File: config.mk
export PLATFORM = sky130hd
export DESIGN_NAME = pcc_muldiv
export DESIGN_NICKNAME = d
export VERILOG_FILES = /design/src/hw/rtl/pair_co_occurrence_counter_defines.svh /design/src/hw/rtl/pcc_pkg.sv /design/src/hw/rtl/pcc_muldiv.sv
export SDC_FILE = /design/constraint.sdc
export NUM_CORES = 1
export LEC_CHECK = 0
export ABC_AREA = 1
export BUFFER_PORTS_ARGS = -buffer_cell sky130_fd_sc_hd__buf_2
export CORE_UTILIZATION = 30
export DETAILED_ROUTE_END_ITERATION = 7
export GPL_ROUTABILITY_DRIVEN = 0
export PLACE_DENSITY_LB_ADDON = 0.05
export SLEW_MARGIN = 0
export SYNTH_ARGS = -nofsm -noshare
export SYNTH_HDL_FRONTEND = slang
export SYNTH_SLANG_ARGS = --single-unit
export TNS_END_PERCENT = 100
File: constraint.sdc
create_clock -name clk -period 14.9 [get_ports clk]
set_input_delay 2.98 -clock clk [delete_from_list [all_inputs] [get_ports clk]]
set_output_delay 2.98 -clock clk [all_outputs]
set_load 0.005 [all_outputs]
File: src/hw/rtl/pair_co_occurrence_counter_defines.svh
// assertion helpers for the pair co-occurrence counter
`ifndef PAIR_CO_OCCURRENCE_COUNTER_DEFINES_SVH
`define PAIR_CO_OCCURRENCE_COUNTER_DEFINES_SVH

// same-cycle implication, checked outside reset
`define PCC_ASSERT_NOW(label, ante, cons, msg) \
  label: assert property (@(posedge clk) disable iff (rst) (ante) |-> (cons)) else $error(msg);

// next-cycle implication, checked outside reset
`define PCC_ASSERT_NEXT(label, ante, cons, msg) \
  label: assert property (@(posedge clk) disable iff (rst) (ante) |=> (cons)) else $error(msg);

`endif

File: src/hw/rtl/pcc_pkg.sv
`default_nettype none
package pcc_pkg;

  localparam int PATTERN_COUNT = 16;
  localparam int PATTERN_BITS  = 4;
  localparam int COUNT_BITS    = 16;
  localparam int PAIR_SLOTS    = (PATTERN_COUNT * (PATTERN_COUNT - 1)) / 2;
  localparam int SLOT_BITS     = $clog2(PAIR_SLOTS);
  localparam int STAMP_BITS    = 32;
  localparam int WINDOW_BITS   = 31;
  localparam int WIDE          = 96;
  localparam int MUL_BITS      = 32;
  localparam int QUO_BITS      = 24;
  localparam int STEP_BITS     = 5;

  localparam logic CFG_WINDOW    = 1'b0;
  localparam logic CFG_MIN_PAIRS = 1'b1;

  typedef enum logic [1:0] {
    K_SINGLE = 2'd0,
    K_BATCH  = 2'd1,
    K_QUERY  = 2'd2,
    K_CLEAR  = 2'd3
  } kind_t;

  typedef struct packed {
    kind_t                   kind;
    logic [PATTERN_BITS-1:0] pattern;
    logic [PATTERN_BITS-1:0] other_pattern;
    logic [STAMP_BITS-1:0]   stamp;
    logic                    batch_end;
  } item_t;

  typedef struct packed {
    logic [15:0] pair_count;
    logic [16:0] probability;
    logic [23:0] chi_stat;
    logic        significant;
  } result_t;

  typedef struct packed {
    logic [STAMP_BITS-1:0]   stamp;
    logic [PATTERN_BITS-1:0] pat;
  } hist_entry_t;

  typedef enum logic {
    MD_MUL = 1'b0,
    MD_DIV = 1'b1
  } md_op_t;

  typedef struct packed {
    logic                 start;
    md_op_t               op;
    logic [STEP_BITS-1:0] steps;
  } md_req_t;

  typedef struct packed {
    logic            done;
    logic [WIDE-1:0] result;
  } md_rsp_t;

endpackage
`default_nettype wire

File: src/hw/rtl/pcc_muldiv.sv
`default_nettype none
module pcc_muldiv import pcc_pkg::*; (
  input  wire logic            clk,
  input  wire logic            rst,
  input  wire md_req_t         req,
  input  wire logic [WIDE-1:0] x,
  input  wire logic [WIDE-1:0] y,
  output      md_rsp_t         rsp
);

  logic                 busy;
  logic                 done;
  md_op_t               op;
  logic [WIDE-1:0]      acc;
  logic [WIDE-1:0]      opd;
  logic [MUL_BITS-1:0]  mp;
  logic [QUO_BITS-1:0]  quo;
  logic [STEP_BITS-1:0] cnt;
  logic [WIDE:0]        sum;

  // one shared adder: add for multiply, subtract-and-compare for divide
  assign sum = (op == MD_MUL) ? {1'b0, acc} + {1'b0, opd}
                              : {1'b0, acc} + {1'b0, ~opd} + (WIDE+1)'(1);

  always_ff @(posedge clk) begin
    if (rst) begin
      busy <= 1'b0;
      done <= 1'b0;
    end else begin
      done <= 1'b0;
      if (req.start) begin
        busy <= 1'b1;
        op   <= req.op;
        if (req.op == MD_MUL) begin
          acc <= '0;
          opd <= x;
          mp  <= y[MUL_BITS-1:0];
        end else begin
          acc <= x;
          opd <= y;
          quo <= '0;
          cnt <= req.steps;
        end
      end else if (busy) begin
        if (op == MD_MUL) begin
          if (mp == '0) begin
            busy <= 1'b0;
            done <= 1'b1;
          end else begin
            if (mp[0]) begin
              acc <= sum[WIDE-1:0];
            end
            opd <= opd << 1;
            mp  <= mp >> 1;
          end
        end else begin
          if (cnt == '0) begin
            busy <= 1'b0;
            done <= 1'b1;
          end else begin
            // carry out means remainder >= shifted divisor
            if (sum[WIDE]) begin
              acc <= sum[WIDE-1:0];
            end
            quo <= {quo[QUO_BITS-2:0], sum[WIDE]};
            opd <= opd >> 1;
            cnt <= cnt - STEP_BITS'(1);
          end
        end
      end
    end
  end

  assign rsp.done   = done;
  assign rsp.result = (op == MD_MUL) ? acc : WIDE'(quo);

endmodule
`default_nettype wire

* Word level (Yosys, flattened, before mapping) *
Cells that the tools add are included.

word-level totals
  register bits after elaboration = 256
  input bits = 201
  output and inout bits = 97
  logic and storage cells = 73

cells by class
  $add $sub $neg = 4
  eq/ne operators = 8
  multiplexer cells = 39
  bitwise operators = 3
  reduce and logical (&&, ||, !) cells = 11

operators with widths
  operator               number
  $mux 96                15
  $add 96x96->97         2
  $mux 32                5
  $mux 24                5
  $add 97x1->97 const B  1
  $mux 97                1
  $not 96->96            1
  $logic_not 32->1       1
  $mux 5                 5
  $ne 2x2->1 const B     5
  $reduce_and 5->1       2
  $mux 1                 8
  $ne 3x3->1 const B     2
  $reduce_and 6->1       1
  $logic_not 5->1        1
  $sub 5x1->5 const B    1
  $reduce_and 4->1       1
  $reduce_bool 2->1      2
  $ne 3x2->1 const B     1
  $reduce_bool 3->1      1
  $reduce_or 3->1        1
  $not 1->1              2
  $reduce_and 2->1       1

* Logic depth before layout (Yosys ltp) *
  depth in word-level cells = 9
  mapped depth = 22
  depth with buffers taken out = 21

* Worst setup path before layout *
Ideal clock, no wire load.

  kind = input to register
  start point = input port req[6] in the netlist's numbering
  end point = register acc[0], enable pin
  library setup time = 0.551 ns
  arrival = 12.863 ns
  data required time = 14.349 ns
  slack = 1.485 ns
  stages = 5
  buffers on the path = 1
  path through = clkbuf_1 o21ai_0 a21oi_1 o21ai_0 nor2_1

between the ends
  cells in the longest elaborated chain, start to end = 2
  elaborated cells on any way between the ends = 6
  classes of those cells = eq/ne: 3; reduce/logical: 3

RTL lines
  item                                          RTL line          text
  start: declaration                            pcc_muldiv.sv:5   input wire md_req_t req,
  $ne 3x3->1 (no line) (tied with other cells)  n/a
  $reduce_and 6->1 (no line) (*)                n/a
  end signal: assignment                        pcc_muldiv.sv:51  acc <= sum[WIDE-1:0];
  end signal: assignment                        pcc_muldiv.sv:63  acc <= sum[WIDE-1:0];
  end: declaration                              pcc_muldiv.sv:14  logic [WIDE-1:0] acc;

Every way passes the cells marked *; elsewhere a longest branch is shown, timed or not.
A chain may end at the register's enable or synchronous reset.

* Worst setup path after layout *
  start point = input port req[6] in the netlist's numbering
  end point = register acc[41], enable pin

The elaborated chain is that of the path after synthesis.

==> metrics <==
status completed; root buf cell clkbuf_16; sequential cell area fraction in the yosys report 0.2383; Crit Path Category in -> reg; core area 105,900 um2; max-slew violations 0; non-filler cells, final 7,235; syn nets 6,028; Slew headroom 0.2214; Commonest cells post-synth nand2_1 (1,925), inv_1 (1,205), nor2_1 (677); WL final 157,500 um; first-pass GRT wire length 227,600 um; Placed Cells 7,171; maximum clock rate 156.1 MHz; vias in the first global route 34,057; num rows 119; most frequent cell on the critical path buf_4; switching power 1.398 mW; Mapped Area 32,170 um2; MaxCap Viol Count 0; Final Setup Violations 0; HP Start busy; post-cts resize count 0; initial DRC count 3,254; Sw Ratio 0.4538; r2r endpoint acc[41]; gr usage total 0.2850; die height 329.5 um; clock slew at reported path FFs 0.06 ns; Remaining Overflow, GRT 0; r2r worst-path depth 11; Max Buffers Root-to-Sink 3; pwr dens 85.96 nW/um2; Fin. Hold Viols 0; Final WS setup 8.493 ns; Mapped Cells 5,631; Post-synth EDFFs 254; Worst Hold Path EP done; DRT Pass-1 Iters 7; crit path cell chain buf_4 > buf_4 > inv_6 > nor2_1 > nor2_1 > a21oi_4 > buf_4 > o21ai_0 > nor2_4 > buf_4; die area 108,600 um2; layout cells sized above 1 0.08147; cts bufs inserted 35; Clock power frac 0.268; unrepaired setup endpoints after global routing false; IO Port Bufs 297; synth top area cells edfxtp_1 (24%), nand2_1 (22%), inv_1 (14%); Seq pwr share 0.292; most common cell in the synthesized netlist nand2_1; initial antenna violation count 5; Synth Flop Type edfxtp_1; Hold Path Stages 2; P_int 1.682 mW; Setup crit start kind primary input; Period minus WS final 6.407 ns; critical path data required time 15.11 ns; Layout Nets 6,214; Post-CTS Setup Bufs 0; Skew-Pair Late Insertion Delay 0.59 ns; Seq cells post-synth 256; cell taking the most area after synthesis edfxtp_1; fin crit share 0.4300; hold-fix buffers at CTS 0; Area Growth Syn to Fin 11.38%; maximum vdd ir drop 0.00006087 V; Post-route DRC 0; worst-margin pin slew 1.156 ns; vias post-DR 35,858; Yosys warnings 0; max incr delay on CP 0.69 ns; # IOs 298; dpl ws 7.764 ns; Worst EP arrival 6.62 ns; Crit Path Max Fanout 84; Final HPWL DP 133,200 um; Clock Sinks 256; largest net degree at the start of global routing 133; setup_tns 0 ns; vias per cell 4.956; Die W 329.5 um; ys async rst share 0; FF-to-FF Start acc[63]; Worst path slowest cell buf_4; Hold Path Class reg -> reg; crit path capture type register; Clock Skew 0.01548 ns; Comb power frac 0.440; CTS tree built; initial core utilization 0.3039; Yosys top cell area share 0.2371; R2R setup slack 10.75 ns; Max H-tree Level 2; wire per inst 21.77 um; Static Leak 19.10 nW; average cell area after synthesis 5.713 um2; post-synth cell types 49; DRT antenna net count 0
cells in the final DEF, fill, tap and decap left out, types with 6 or more instances in the layout:
| cell type | netlist | routed |
|---|---|---|
| o22ai_1 | 24 | 24 |
| and2_1 | 7 | 7 |
| nor3_2 | 16 | 18 |
| clkbuf_1 | 83 | 11 |
| nor4_1 | 6 | 6 |
| inv_2 | 9 | 8 |
| buf_2 | 32 | 296 |
| nor2_2 | 57 | 57 |
| clkbuf_16 | 0 | 36 |
| ha_1 | 194 | 194 |
| nand2_1 | 1925 | 1923 |
| or2_2 | 8 | 8 |
| nand3b_1 | 12 | 12 |
| inv_1 | 1205 | 1204 |
| nand3_2 | 6 | 6 |
| a21oi_1 | 268 | 267 |
| clkinv_1 | 2 | 8 |
| o221ai_1 | 94 | 94 |
| o21bai_1 | 39 | 39 |
| or2_1 | 9 | 9 |
| nand3_1 | 203 | 203 |
| nor3_1 | 43 | 41 |
| buf_4 | 5 | 21 |
| nor2_1 | 677 | 676 |
| o21a_1 | 7 | 7 |
| o21ai_1 | 14 | 14 |
| o21ai_0 | 300 | 300 |
| edfxtp_1 | 254 | 254 |
| clkinv_2 | 0 | 7 |
| xor2_1 | 7 | 7 |
| nand4_1 | 45 | 45 |
power groups by stage:
stage / logic [mW] / clock network, mW / registers [mW]
floorplan: 0.811 / 0 / 0.907
global placement: 1.33 / 0 / 0.916
detailed placement: 1.33 / 0 / 0.916
CTS: 1.33 / 0.847 / 0.901
global route: 1.48 / 0.866 / 0.907
finish: 1.36 / 0.824 / 0.901
how the worst max path moves through the flow:
stage | from | end | slack [ns] | cells after the start
after floorplan | req[6] | acc[0] | 1.49 | 5
after global placement | req[6] | acc[46] | 7.80 | 10
after detailed placement | req[6] | acc[46] | 7.76 | 10
after CTS | req[6] | acc[42] | 8.41 | 10
after global routing | req[6] | acc[45] | 8.15 | 10
final | req[6] | acc[41] | 8.49 | 10
metrics by stage:
stage | hold WS, ns | area [um2] | power [mW] | utilization
2_1_floorplan | 0.4502 | 32170 | 1.718 | -
3_3_place_gp | 0.4939 | 34780 | 2.247 | 0.3285
3_5_place_dp | 0.4838 | 34780 | 2.244 | 0.3285
4_1_cts | 0.5009 | 35830 | 3.082 | 0.3385
5_1_grt | 0.5116 | 35830 | 3.251 | 0.3385
6_report | 0.4972 | 35830 | 3.080 | 0.3385
area by class of cell:
cell class                      count  area (um2)
Sequential cell                   256        7667
Clock buffer                       47       942.2
Tap cell                         1391        1740
Multi-Input combinational cell   3990       19140
Timing Repair Buffer              318        1659
Clock inverter                     16       110.1
Antenna cell                        1       2.502
Inverter                         1216        4574
Fill cell                       12367       70030
cell families after synthesis:
| logic type | count (synthesis) | share of synthesized area |
|---|---|---|
| compound gates | 758 | 0.1344 |
| xor+xnor | 8 | 0.002178 |
| fa+ha+maj | 196 | 0.07669 |
| buf+inv | 1385 | 0.1681 |
| flops | 256 | 0.2383 |
| simple gates | 3028 | 0.3804 |
flip-flops by register name (all words and copies together), names as in the netlist:
register	flops
quo	24
op	1
mp	32
opd	96
done	1
busy	1
acc	96
cnt	5
layer usage:
layer | part of all wire | vias up | GRT usage
li1 | - | 17725 | -
met5 | 0.00026 | - | 0
met4 | 0.045 | 6 | 0.1182
met3 | 0.069 | 253 | 0.03999
met1 | 0.45 | 16569 | 0.3892
met2 | 0.44 | 1305 | 0.4482
worst max-delay path: cells and delay by family:
family	cells	cell delay (ns)
buffers and inverters	5	2.45
and+or+nand+nor	3	0.54
AOI/OAI and AO/OA	2	0.45
Power figures use the tool's default switching activity.
