<file path="config.mk">
export PLATFORM = sky130hd
export DESIGN_NAME = pcc_ram
export DESIGN_NICKNAME = d
export VERILOG_FILES = /design/src/hw/rtl/pair_co_occurrence_counter_defines.svh /design/src/hw/rtl/pcc_ram.sv
export SDC_FILE = /design/constraint.sdc
export NUM_CORES = 1
export LEC_CHECK = 0
export BUFFER_PORTS_ARGS = -buffer_cell sky130_fd_sc_hd__buf_2
export CAP_MARGIN = 20
export CORE_MARGIN = 5
export CORE_UTILIZATION = 60
export DETAILED_ROUTE_END_ITERATION = 10
export GPL_ROUTABILITY_DRIVEN = 0
export PLACE_DENSITY = 0.76
export SETUP_SLACK_MARGIN = 0.15
export SLEW_MARGIN = 20
export SYNTH_ARGS = -nofsm -noshare
export SYNTH_HDL_FRONTEND = slang
export SYNTH_SLANG_ARGS = --single-unit
</file>
<file path="constraint.sdc">
create_clock -name clk -period 2.9 [get_ports clk]
set_input_delay 0.29 -clock clk [delete_from_list [all_inputs] [get_ports clk]]
set_output_delay 0.29 -clock clk [all_outputs]
set_load 0.01 [all_outputs]
</file>
<file path="src/hw/rtl/pair_co_occurrence_counter_defines.svh">
// assertion helpers for the pair co-occurrence counter
`ifndef PAIR_CO_OCCURRENCE_COUNTER_DEFINES_SVH
`define PAIR_CO_OCCURRENCE_COUNTER_DEFINES_SVH

// same-cycle implication, checked outside reset
`define PCC_ASSERT_NOW(label, ante, cons, msg) \
  label: assert property (@(posedge clk) disable iff (rst) (ante) |-> (cons)) else $error(msg);

// next-cycle implication, checked outside reset
`define PCC_ASSERT_NEXT(label, ante, cons, msg) \
  label: assert property (@(posedge clk) disable iff (rst) (ante) |=> (cons)) else $error(msg);

`endif

</file>
<file path="src/hw/rtl/pcc_ram.sv">
`default_nettype none
module pcc_ram #(
  parameter int WIDTH = 16,
  parameter int DEPTH = 64
) (
  input  wire logic                     clk,
  input  wire logic                     we,
  input  wire logic [$clog2(DEPTH)-1:0] waddr,
  input  wire logic [WIDTH-1:0]         wdata,
  input  wire logic [$clog2(DEPTH)-1:0] raddr,
  output      logic [WIDTH-1:0]         rdata
);

  logic [WIDTH-1:0] mem [DEPTH];

  always_ff @(posedge clk) begin
    if (we) begin
      mem[waddr] <= wdata;
    end
    rdata <= mem[raddr];
  end

endmodule
`default_nettype wire

</file>
# [Word-level counts from Yosys, hierarchy flattened]
# Memories as Yosys holds them, arrays and structs flattened. A register that Yosys moved wholly into a read port is not among the register bits.
# Cells that the tools add are included.
# W data, S select, Z words.
[op_classes] n_mux=2
[op_table] operator="$mux W1" count=2
[word_totals] reg_bits=0 ramBits=1024 in_bits=30 out_inout_bits=16 wordCells=3 mem_count=1
[mem_list] name="mem" depth=64 word_bits=16 read_ports=1 rd_clocked_by_memory_dff=1 write_ports=1 line_no="pcc_ram.sv:14" source="logic [WIDTH-1:0] mem [DEPTH];"

# [Depth between registers and ports, before layout]
# Gate-level depths: netlist of the first run.
[logic_depth] word_depth=2 ltp_mapped=10 mapped_depth_nobuf=5

# [Worst setup path after synthesis of the first run]
# OpenSTA, ideal clock, no wires.
[synth_timing] kind="input -> register" start="input waddr[3]" end="memory mem[48][0], enable pin" setup_ns=0.409 t_arrival_ns=1.916 required_ns=2.491 path_slack_ns=0.575 stages=4 path_buffers=1 path_cell_list="clkbuf_1 -> nor2b_1 -> nand4b_1 -> nor3_1"
[synth_lines] element="start: declaration" line_no="pcc_ram.sv:8" source="input wire logic [$clog2(DEPTH)-1:0] waddr,"
[synth_lines] element="end: declaration" line_no="pcc_ram.sv:14"
# No word-level cell before the write port.

==> results of run 1 <==
synthesized netlist by cell type, types with 6 or more instances:
cell	count
edfxtp_1	1024
mux4_2	220
mux2i_1	85
nor2_1	72
nand2_1	59
a22oi_1	39
buf_2	36
nor2b_1	30
mux2_2	27
clkbuf_1	24
nand3_1	24
a21oi_1	17
buf_6	17
a221oi_1	16
dfxtp_1	16
buf_4	13
nand4_1	12
a211o_1	8
a211oi_1	8
a311oi_1	8
a31oi_1	8
a221o_1	6
a22o_1	6
final timing paths:
check	slack [ps]	end	start	depth (start not counted)
worst min register to register	920	rdata[12]	mem[62][12]	5
worst max register to register	840	rdata[5]	mem[23][5]	5
worst max-delay path	810	rdata[3]	raddr[0]	8
worst min-delay path	120	mem[32][1]	wdata[1]	1
flip-flops by register name, summed over array words and instances (netlist names):
register  cells
mem        1024
rdata        16
what timing repair did:
item / 4_1_cts / 5_1_grt
setup buffers: 0 / 0
hold buffers: 1 / 0
endpoints found under the hold margin: 6 / 0
routing by layer:
layer  wire length (um)  GRT usage (%)
met2              47070          43.49
met4               3299          8.704
met3               9916          6.455
met1              33450          35.70
met5                 26              0
layout make-up:
type	instances	area share (%)
repair buffers	215	3.787
clock buffers	121	5.799
multi-input cells	685	18.13
well taps	864	2.375
clock inverters	61	1.633
flip-flops and latches	1040	68.25
diodes	6	0.03298
report_power, final:
part,switching (mW),internal (mW)
Sequential,0.0597,16.6
Clock,5.46,7.84
Combinational,0.982,0.615
through the flow:
step / hold WS (ps) / power (mW) / cell area [sq um]
2_1_floorplan: 388.9 / 17.86 / 40040
3_3_place_gp: 588.1 / 18.54 / 42110
3_5_place_dp: 595.6 / 18.59 / 42110
4_1_cts: 91.50 / 31.73 / 45500
5_1_grt: 98.25 / 32.50 / 45510
6_report: 123.0 / 31.59 / 45520
cells by family after synthesis:
group,Yosys count
buf+inv,104
simple gates,220
flops,1040
compound gates,129
mux,336
==> run metrics, run 1 <==
Max IR drop VDD about 0.54 mV; remaining global-route overflow 0; syn nets roughly 1,900; Hold Path Class input port to flop; drt drc 0; layout cells sized above 1 between 20 and 30%; synthesized area 40,040 sq um; final worst setup slack slightly above 800 ps; Fillers between 3,000 and 4,000; first-pass GRT wire length between 100 and 150 mm; dominant combinational cell family by area after synthesis multiplexers; FF+latch count, synth 1,040; Synth Area in Adders 0%; simple-gate share of the synthesized area approximately 2.6%; IO buf count 45; WP buf/inv 4; status completed; CTS tree done; Clock Skew between 20 and 30 ps; Post-synth EDFFs 1,024; synth top area cells edfxtp_1 (77%), mux4_2 (12%), mux2i_1 (2.1%); Yosys cell types 43; Critical Path Sink Type flop; post-DP HPWL roughly 56 mm; Root Buffer clkbuf_16; Initial DRT Pass Iterations 6; Syn. warnings 0; H-tree depth 3; # rows 94; footprint of the multi-input gates around 8300 sq um; Cells after DPL ~2,800; Crit-path slowest cell nor2b_1; Max Freq between 400 and 500 MHz; worst path cell trace buf_8, buf_12, buf_12, nor2b_1, a221oi_1, a221oi_1, buf_4, a311oi_1; DR WL/cell 31.34 um; clk slew on worst S/H paths about 60 ps; Worst Setup Path Type input port to flop; Skew-Pair Late Insertion Delay 660 ps; commonest non-fill, non-tap cell in the layout edfxtp_1; most frequent cells in the layout edfxtp_1 (1,024), mux4_2 (220), buf_4 (157), clkbuf_16 (99), mux2i_1 (85); Mean Syn Cell Area approximately 22 sq um; IO Pins 46; Die ar. 72,000 sq um; Die Ht 268.3 um; Synth async-reset ratio 0%; CTS Sinks approximately 1,000; Via density around 6.6; Nets 2,069; CP max FO 30; Most used DFF post-synth edfxtp_1; Pleak about 15 nW; starting DRC count in detailed routing approximately 2,300; Setup Total Neg Slack 0 ps; Storage cell area between 30,000 and 40,000 sq um; total CTS buffers 97; pre-CTS setup slack between 100 and 150 ps; Starting Density between 60% and 70%; Crit path max-delay family buffers and inverters; unrepaired setup endpoints after global routing no; largest net degree at the start of global routing 65; Synth area leader edfxtp_1; Worst Path Arrival about 2600 ps; mux contribution to synthesized area 15.52%; Slew HR around a third; Tightest Pin Transition 997.9 ps; Fin. Hold Viols 0; Synth top area share 76.79%; pwr dens between 600 and 700 nW/um^2; Synth Area in Compound Gates 2.409%; core region area around 66,000 sq um; # Max-Cap Violations 0; Syn-to-layout area delta 13.69%; register area share after synthesis between 70% and 80%; Post-Synth XOR/XNOR Area 0%; Via Count ~20,000; Non-Filler Instances 2,992; DRT antenna net count 0; worst endpoint required time ~3400 ps; minimum clock period ~2100 ps; GRT Util Overall between 20% and 30%; final setup fails 0; post_cts resized 0; post-layout util between 60% and 70%; Setup crit start kind input port; max-slew violation count 0; Die Width between 200 and 300 um; antenna violations before repair 10; vias in the first global route between 20,000 and 25,000; max incr delay on CP 530 ps; synthesized instance count around 1,800; CTS Buffer Depth 3; final wirelength between 90 and 100 mm; Final period util 71.99%
Note: power is estimated with default switching activity, not from simulation.
==> run 2: changes to the inputs <==
ABC_AREA = 1   (was not set)
clock period = 2 ns   (was 2.9 ns; I/O delays follow)
==> run 2 against run 1 <==
Effect of this change: highest routed layer is now met4; first-iteration DRC count rose by 72%; largest power group unchanged; via count rose by 44%; sequential share of layout area fell by 3.8 points; register-to-register slack lost 460 ps; critical path type is now flop to flop; design area grew 6.0%; synthesized area is 5.1% higher; total power rose by 46%; final cell count rose by 56%.
==> run metrics, run 2 <==
status completed; Skew-Pair Late Insertion Delay 660 ps (about the same); final setup fails 0 (unchanged); Largest Register mem; antenna violations before repair 2 (-8); mux contribution to synthesized area 0% (-16 points); Pleak 17.57 nW (+19%); H-tree depth 3 (unchanged); worst endpoint required time 2540 ps (-870 ps); switching share of power 21.98% (+1.4 points); hold-fix buffers at CTS 3 (+2); total CTS buffers 101 (+4.1%); GRT Util Overall 29.06% (+2.6 points); Fin. Hold Viols 0 (unchanged); Synth Area in Compound Gates 0% (-2.4 points); Slew HR 26.33% (-7.1 points); Synth area leader edfxtp_1; syn nets 3,547 (+91%); top flop regs mem x1024, rdata x16; largest net degree at the start of global routing 83 (+28%); register area share after synthesis 73.80% (-3.8 points); sw power 10.12 mW (+56%); FF+latch count, synth 1,040 (unchanged); Max Freq slightly above 600 MHz; Via density 6.092 (-7.9%); Worst Path Arrival 2160 ps (-440 ps); Via Count 28,490 (+44%); final wirelength 110.0 mm (+17%); Mean Syn Cell Area 11.97 sq um (-45%); synthesized area 42,100 sq um (+5.1%); remaining global-route overflow 0 (unchanged); Post-synth EDFFs 1,024 (unchanged); Max IR drop VDD 0.6949 mV (+28%); Tightest Pin Transition 1105 ps (+107.1 ps); number of flip-flops in the largest register 1,024 (unchanged); CTS tree done; pre-CTS setup slack -8.483 ps (-120.1 ps); Nets 3,681 (+78%); Synth top area share 73.04% (-3.8 points); first-pass GRT wire length 165.0 mm (+21%); most frequent cells in the layout nand2_1 (1,296), edfxtp_1 (1,024), nand3_1 (871), buf_4 (122), clkbuf_16 (101); Most used DFF post-synth edfxtp_1; pwr dens 954.7 nW/um^2 (+38%); core region area 69,790 sq um (+5.8%); synth top area cells edfxtp_1 (73%), nand2_1 (12%), nand3_1 (10%); Yosys cell types 16 (-63%); post-DP HPWL 62.78 mm (+12%); unrepaired setup endpoints after global routing no; CTS Buffer Depth 3 (unchanged); Die ar. 75,560 sq um (+4.9%); Die Ht 274.9 um (+2.4%); clk slew on worst S/H paths 60 ps (about the same); dominant combinational cell family by area after synthesis simple AND/OR/NAND/NOR gates; max-slew violation count 0 (unchanged); Root Buffer clkbuf_16; IO buf count 45 (unchanged); Initial DRT Pass Iterations 6 (unchanged); DRT antenna net count 0 (unchanged); final worst setup slack 381.7 ps (-430.6 ps); cell internal pwr 35.93 mW (+43%); Cells after DPL 4,485 (+60%); Hold Path Class input port to flop; post_cts resized 0 (unchanged); most common cell in the netlist nand2_1; Syn. warnings 0 (unchanged); layout cells sized above 1 11.33% (-18 points); minimum clock period around 1600 ps; synthesized instance count 3,517 (+92%); Synth async-reset ratio 0% (unchanged); # Max-Cap Violations 0 (unchanged); DR WL/cell 23.52 um (-25%); post-CTS setup buffers 0 (unchanged); IO Pins 46 (unchanged); hold slack 76.36 ps (-46.61 ps); drt drc 0 (unchanged); Critical Path Sink Type flop; Clock Skew 21.88 ps (-6.298 ps); Final period util approximately four fifths; Non-Filler Instances 4,677 (+56%); Clock power frac 40.7% (-1.4 points); Seq pwr share 52.6% (-0.2 points); top cells by count, synth nand2_1 (1,296), edfxtp_1 (1,024), nand3_1 (871), buf_2 (113), nor2_1 (56); simple-gate share of the synthesized area 22.66% (+20 points); combinational share of power 6.7% (+1.6 points); Setup crit start kind flop; CTS Sinks 1,040 (unchanged); # rows 97 (+3.2%); Synth Area in Adders 0% (unchanged); Die Width 274.9 um (+2.4%); Worst Setup Path Type flop to flop; commonest non-fill, non-tap cell in the layout nand2_1; Starting Density 60.33% (-0.36 points); Post-Synth XOR/XNOR Area 0% (unchanged); vias in the first global route 27,570 (+37%); Syn-to-layout area delta 14.59%; CP max FO 1 (-97%); starting DRC count in detailed routing 4,035 (+72%)
## run 2: changes by cell type after synthesis, sizes merged, moves of 18 or more
| cell | previous run | this run |
|---|---|---|
| nand2 | 60 | 1296 |
| nand3 | 24 | 871 |
| mux4 | 224 | 0 |
| buf | 77 | 199 |
| mux2i | 85 | 0 |
| a22oi | 39 | 0 |
| nor2b | 30 | 0 |
| mux2 | 27 | 0 |
| nor2 | 74 | 56 |
## run 2: routing by layer
metal	vias to the layer above	wire (um)	track usage, %
met5	-	0	0
met3	283	11630	4.858
li1	12670	-	-
met2	1726	52440	46.95
met4	0	4967	12.27
met1	13810	40970	39.91
## run 2: per-stage QoR
| stage | setup TNS [ps] | util, % | power [mW] | instance area (sq um) |
|---|---|---|---|---|
| global placement | 0 | 64.38 | 27.61 | 44930 |
| floorplan | -90060 | - | 26.28 | 42240 |
| finish | 0 | 69.13 | 46.05 | 48240 |
| global route | 0 | 69.12 | 47.35 | 48230 |
| detailed placement | -8.483 | 64.38 | 27.69 | 44930 |
| CTS | 0 | 69.12 | 46.15 | 48230 |
## run 2: cells by family after synthesis
family,after synthesis
buf+inv,237
flops,1040
simple gates,2240
## run 2: cell type report
| type | count | area (sq um) |
|---|---|---|
| multi-input cells | 2240 | 9713 |
| inverters | 12 | 71.32 |
| diodes | 3 | 7.507 |
| repair buffers | 256 | 2928 |
| fillers | 4568 | 21550 |
| clock buffers | 139 | 2800 |
| well taps | 940 | 1176 |
| flip-flops and latches | 1040 | 31070 |
| clock inverters | 47 | 474.2 |
## run 2: worst paths after layout
kind,start,slack [ps],cells past startpoint,end
max,mem[50][10],380,8,rdata[10]
min,wdata[3],80,2,mem[0][3]
max reg2reg,mem[50][10],380,8,rdata[10]
min reg2reg,mem[8][10],800,8,rdata[10]
## run 2: critical path: stages, from the launching register on
cell and delay, ps:
edfxtp_1 370, nand2_1 80, nand3_1 70, nand3_1 130
nand2_1 100, nand2_1 110, nand3_1 290, nand3_1 290
nand2_1 70
## run 2: power by group through the flow
stage	Sequential, mW	Combinational [mW]	Clock (mW)
floorplan	24.6	1.63	0
global placement	24.7	2.96	0
detailed placement	24.7	3.03	0
CTS	24.2	3.06	18.9
global route	24.2	3.32	19.8
finish	24.2	3.11	18.7
